`src/rtl/rce_pkg.sv`:
```
// package: shared types and constants of the reward curve evaluator
package rce_pkg;

  localparam int unsigned WordW = 64;
  localparam int unsigned ValW  = 2 * WordW;
  localparam int unsigned PosW  = $clog2(ValW);
  localparam int unsigned NumCells = ValW;

  typedef enum logic [1:0] {
    OP_QUAD     = 2'd0,
    OP_CURATION = 2'd1,
    OP_LINEAR   = 2'd2,
    OP_SQRT     = 2'd3
  } op_e;

  typedef enum logic {
    CFG_CONST_HI = 1'b0,
    CFG_CONST_LO = 1'b1
  } cfg_idx_e;

  // data carried from cell to cell
  typedef struct packed {
    op_e              op;
    logic             dz;
    logic             found;
    logic [PosW-1:0]  m;
    logic [ValW-1:0]  x;
    logic [ValW-1:0]  acc;
    logic [ValW-1:0]  q;
    logic [ValW-1:0]  d;
  } cell_data_t;

endpackage

```
`src/rtl/rce_cell.sv`:
```
// cell: one shift-add, restoring divide or leading-one step per request; linear passes through
module rce_cell #(
  parameter int unsigned Idx = 0
) (
  input  logic                clk_i,
  input  logic                rst_ni,
  input  logic                en_i,
  input  logic                valid_i,
  input  rce_pkg::cell_data_t data_i,
  output logic                valid_o,
  output rce_pkg::cell_data_t data_o
);

  localparam int unsigned ValW = rce_pkg::ValW;

  logic                valid_q;
  rce_pkg::cell_data_t data_q, data_d;
  logic [ValW-1:0]     rem_sh, diff;
  logic                take;

  // one step of whichever curve the request selects
  always_comb begin
    data_d = data_i;
    rem_sh = {data_i.acc[ValW-2:0], data_i.x[ValW-1]};
    diff   = rem_sh - data_i.d;
    take   = data_i.acc[ValW-1] | (rem_sh >= data_i.d);
    data_d.x = {data_i.x[ValW-2:0], 1'b0};
    case (data_i.op)
      rce_pkg::OP_QUAD: begin
        data_d.acc = {data_i.acc[ValW-2:0], 1'b0} +
                     (data_i.x[ValW-1] ? data_i.d : '0);
      end
      rce_pkg::OP_CURATION: begin
        data_d.acc = take ? diff : rem_sh;
        data_d.q   = {data_i.q[ValW-2:0], take};
      end
      rce_pkg::OP_SQRT: begin
        if (!data_i.found && data_i.x[ValW-1]) begin
          data_d.found = 1'b1;
          data_d.m     = rce_pkg::PosW'(ValW - 1 - Idx);
        end
      end
      default: ;
    endcase
  end

  // stage register
  always_ff @(posedge clk_i or negedge rst_ni) begin
    if (!rst_ni) begin
      valid_q <= 1'b0;
    end else if (en_i) begin
      valid_q <= valid_i;
    end
  end

  always_ff @(posedge clk_i) begin
    if (en_i) begin
      data_q <= data_d;
    end
  end

  assign valid_o = valid_q;
  assign data_o  = data_q;

endmodule
```
`config.mk`:
```
export PLATFORM = sky130hd
export DESIGN_NAME = rce_cell
export DESIGN_NICKNAME = d
export VERILOG_FILES = /design/src/rtl/rce_pkg.sv /design/src/rtl/rce_cell.sv
export SDC_FILE = /design/constraint.sdc
export NUM_CORES = 1
export LEC_CHECK = 0
export BUFFER_PORTS_ARGS = -buffer_cell sky130_fd_sc_hd__buf_2
export CAP_MARGIN = 25
export CORE_AREA = 2 2 404 406
export CTS_BUF_LIST = sky130_fd_sc_hd__clkbuf_4 sky130_fd_sc_hd__clkbuf_8
export CTS_CLUSTER_SIZE = 12
export DETAILED_ROUTE_END_ITERATION = 6
export DIE_AREA = 0 0 406 408
export PLACE_DENSITY = 0.55
export SYNTH_ARGS = -nofsm -noshare
export SYNTH_HDL_FRONTEND = slang
export SYNTH_SLANG_ARGS = --single-unit
```
`constraint.sdc`:
```
create_clock -name clk_i -period 1.7 [get_ports clk_i]
set_input_delay 0.085 -clock clk_i [delete_from_list [all_inputs] [get_ports clk_i]]
set_output_delay 0.085 -clock clk_i [all_outputs]
set_load 0.005 [all_outputs]
```
Word-level counts from Yosys, hierarchy flattened:

Index checks and enable logic that the tools add are counted.

* add/subtract/negate cells: 2
* magnitude comparators: 1
* equal/unequal tests: 2
* multiplexer cells: 6
* bitwise logic cells: 1
* reductions and logical operators: 3

Operator list (count)
* $mux 128: 3
* $pmux 128 s2: 1
* $add 128x128->128: 1
* $ge 128x128->1: 1
* $sub 128x128->128: 1
* $mux 8: 2
* $eq 2x1->1 const B: 1
* $eq 2x2->1 const B: 1
* $logic_not 2->1: 1
* $logic_and 1x1->1: 1
* $logic_not 1->1: 1
* $or 1x1->1: 1

* register bits: 523
* input bits: 527
* output and inout bits: 524
* logic and storage cells: 24

Depth between registers and ports, before layout:

* depth in word-level cells: 4
* gate-level depth with buffers: 18
* mapped depth without buffers: 15

Least setup slack after synthesis:

Ideal clock, no wire load.

* kind: in2reg
* start point: input data_i[511] in the netlist's numbering
* end point: register data_q (netlist bit data_o[377]), data pin
* setup time: 138 ps
* arrival time: 3413 ps
* data required time: 1562 ps
* setup slack: -1851 ps
* stages on the path: 17
* path buffers: 3
* cells stage by stage: inv_2 > clkbuf_1 > buf_1 > nor2_1 > ha_1 > buf_2 > a21o_1 > a31oi_1 > o221ai_1 > a21oi_1 > a21oi_1 > o41ai_2 > o221ai_1 > o21ai_2 > a311oi_2 > or4_1 > nand4_1

RTL lines
* start: declaration: line rce_cell.sv:9 `input rce_pkg::cell_data_t data_i,`
* end signal: assignment: line rce_cell.sv:58 `data_q <= data_d;`
* end: declaration: line rce_cell.sv:17 `rce_pkg::cell_data_t data_q, data_d;`

==> metrics.yaml <==
sta:
  fin_tns_setup_ps: -137050
  timing.hold.ws_ps: 33.2
  hold_viol: 0
  fin_crit_ps: 2980
  grt_setup_unrepaired: "yes"
  timing.final.crit_share: 1.76
  worst_pin_slew_ps: 869
  skew_ps: 0
  layout_setup_ws_ps: -1280
  slew_headroom: 0.415
  finalSetupViolations: 131
  fmax_mhz: 335
  slew_viol_final: 0
outcome:
  outcome: "finished with violations"
  violations: "setup timing"
yosys:
  synth_xor_area_frac: 0.0476
  synth_warnings: 0
  synth-simple-area-share: 0.183
  synth_edf_count: 522
  syn_area_per_cell_sq_um: 8.70
  synth_top_family_by_area: "compound AO/OA/AOI/OAI gates"
  synth-main-ff-cell: "edfxtp_1"
  syn_nets: 5307
  ys_types: 100
  syn_inst: 4523
  muxShareOfSynthArea: 0.0216
  syn_area_sq_mm: 0.0394
  ys_seq_area_frac: 0.399
  synth_compound_area_frac: 0.218
  yosys.area_share.adder: 0.0821
  synth_seq_cells: 523
  async_reset_ff_frac: 0.00191
worst_setup_path:
  arrival_ps: 3570
  start_kind: "primary input"
  crit_chain: "buf_16 > inv_12 > buf_12 > nor2_1 > ha_1 > buf_4 > a21oi_2 > a21oi_2 > a31oi_1 > a311oi_2 > buf_4 > o211ai_4 > a2111oi_4 > buf_4 > buf_4 > o21ai_4 > a211o_4 > and2_4 > a21oi_2 > o211ai_1"
  critPathKind: "in -> reg"
  rr_startpoint: "valid_o$_DFFE_PN0P_"
  cp_slowest_stage_delay_ps: 390
  crit_top_cell: "buf_4"
  crit_path_end_kind: "flip-flop"
  cp_slowest_cell: "a211o_4"
  required_ps: 2290
  cp-startpoint: "data_i[511]"
  critPathMaxFanout: 7
cts:
  numCtsBuffers: 98
  clk_pin_slew_ps: 60
  htree_levels: 3
  cts_root_buffer: "clkbuf_8"
  tritoncts: "built"
  clk_latency_ps: 870
  cts.path.max_buffers: 3
  cts_num_sinks: 523
die:
  ios: 1051
  row_count: 148
  core-area_sq_mm: 0.162
  fp.dieArea_sq_mm: 0.166
  initial_core_util: 0.243
  dieWidth_um: 406
  dieHeight_um: 408
run:
  maxCapViolCount: 0
detailed_routing:
  finalWirelength_um: 270000
  num_vias: 52300
  drc_errors: 0
  drtIter0Drc: 4350
  drtAntennaViolNets: 0
  wire_per_inst_um: 25.8
  vias_per_cell: 4.99
  dr.pass1.iters: 7
final_layout:
  fill_cells: 15200
  drive_above_1_share: 0.463
  multiInputGateArea_sq_mm: 0.0267
  fin_nets: 9000
  syn2layout_area_growth_pct: 99.0
  seq_area_sq_mm: 0.0157
placed_design:
  gp_congestion: 0.955
  numPortBuffers: 1049
  post-dp-hpwl_um: 207000
global_routing:
  use_met3: 0.0598
  grt_busiest_layer: "met2"
  grt_pass1_wl_um: 364000
  use_met1: 0.347
  grtUsageTotal: 0.306
  grt_antenna_before_repair: 58
  grtUsageMet2: 0.499
  overflow: 0
  first_global_vias: 52100
  grt_max_degree: 109
power_and_ir_drop:
  p_per_area_mw_per_mm2: 674
  leakage_uw: 0.0353
  vdd_drop_max_mv: 0.714
hold_path:
  min_from: "data_i[113]"
  min_path_type: "in -> reg"
-- layout make-up --
cell class              count  area share
flip-flops and latches    523       0.200
multi-input cells        3526       0.341
clock buffers             127      0.0203
inverters                 229      0.0117
clock inverters            42     0.00562
diodes                     29    0.000927
repair inverters            2    0.000415
well taps                2175      0.0347
repair buffers           3836       0.385
-- cells by family after synthesis --
logic type,count (synthesis)
AND/OR/NAND/NOR,1644
AO/OA/AOI/OAI,1331
flip-flops,523
buffers and inverters,475
adder cells (fa/ha/maj),257
XOR/XNOR,214
multiplexers,78
other,1
-- cell usage after synthesis, types with 33 or more instances --
cell type	count	area [sq um]
a21o_1	122	916
a21oi_1	428	2140
a31oi_1	55	344
buf_2	56	280
clkbuf_1	170	638
edfxtp_1	522	15700
ha_1	255	3190
inv_1	226	848
mux2_2	42	473
mux2i_1	33	330
nand2_1	783	2940
nand3_1	66	330
nand4_1	135	845
nor2_1	430	1610
nor3_1	63	315
o211ai_1	36	270
o21a_1	40	300
o21ai_0	258	1290
o21bai_1	83	623
o31ai_1	33	248
xnor2_1	127	1110
xor2_1	87	762
-- final timing paths --
check	to	slack, ps	depth (start not counted)
setup / recovery	data_o[368]$_DFFE_PP_	-1280	20
hold / removal	data_o[113]$_DFFE_PP_	30	3
max in group asynchronous	valid_o$_DFFE_PN0P_	940	4
min in group asynchronous	valid_o$_DFFE_PN0P_	650	4
hold reg to reg	valid_o$_DFFE_PN0P_	1070	2
setup reg to reg	valid_o$_DFFE_PN0P_	390	2
-- sequential cells by signal, summed over array words and instances (netlist names) --
name     flops
data_o     522
valid_o      1
-- cells in the final DEF (no fill, tap or decap), types with 36 or more instances in the layout --
master         instances
xor2_1                75
o21ai_2               44
buf_2               1037
o21a_1                37
o211ai_1              36
o21ai_0              139
buf_12                69
edfxtp_1             522
a21oi_2              106
ha_4                  62
mux2_4                40
clkbuf_8             102
ha_1                 170
a21oi_1              291
nand2_1              732
a21o_1               121
o21bai_1              70
dlygate4sd3_1        941
nor3_1                44
inv_1                208
buf_4               1682
nor2_1               358
xnor2_1              104
nand4_1              135
nand3_1               58
nor2_4                42
buf_6                 74
o21ai_1               80
-- layer usage --
metal | routed length [um] | up-vias
met5 | 299 | -
met4 | 24800 | 36
met3 | 19400 | 673
met2 | 124000 | 2340
met1 | 101000 | 25300
li1 | - | 24000
-- worst max-delay path, delay by kind of cell --
| family | cells | cell delay [ps] |
|---|---|---|
| AOI/OAI and AO/OA | 10 | 1850 |
| adders and majority gates | 1 | 340 |
| buffers and inverters | 7 | 1000 |
| and+or+nand+nor | 2 | 240 |
-- power by group --
group          internal, uW  switching (uW)
combinational         11200           11800
sequential            15700             527
clock                  7220            6350
-- stage by stage --
step	utilization	area, sq um	setup WS [ps]	power (uW)	std cells
CTS	0.455	73500	-1100	50500	10300
floorplan	-	40400	-1320	23600	4523
finish	0.484	78300	-1280	52800	10500
global placement	0.373	60300	-2900	34200	9186
detailed placement	0.373	60300	-2890	34200	9186
global route	0.484	78300	-1340	54800	10500
-- what timing repair did --
action,in CTS,in global routing
resized for setup,314,711
endpoints found under the setup margin,151,141
pin swaps,114,316
hold buffers,941,4
setup buffers,33,133
endpoints found under the hold margin,1046,6
gates cloned,4,16
Note: power is estimated with default switching activity, not from simulation.
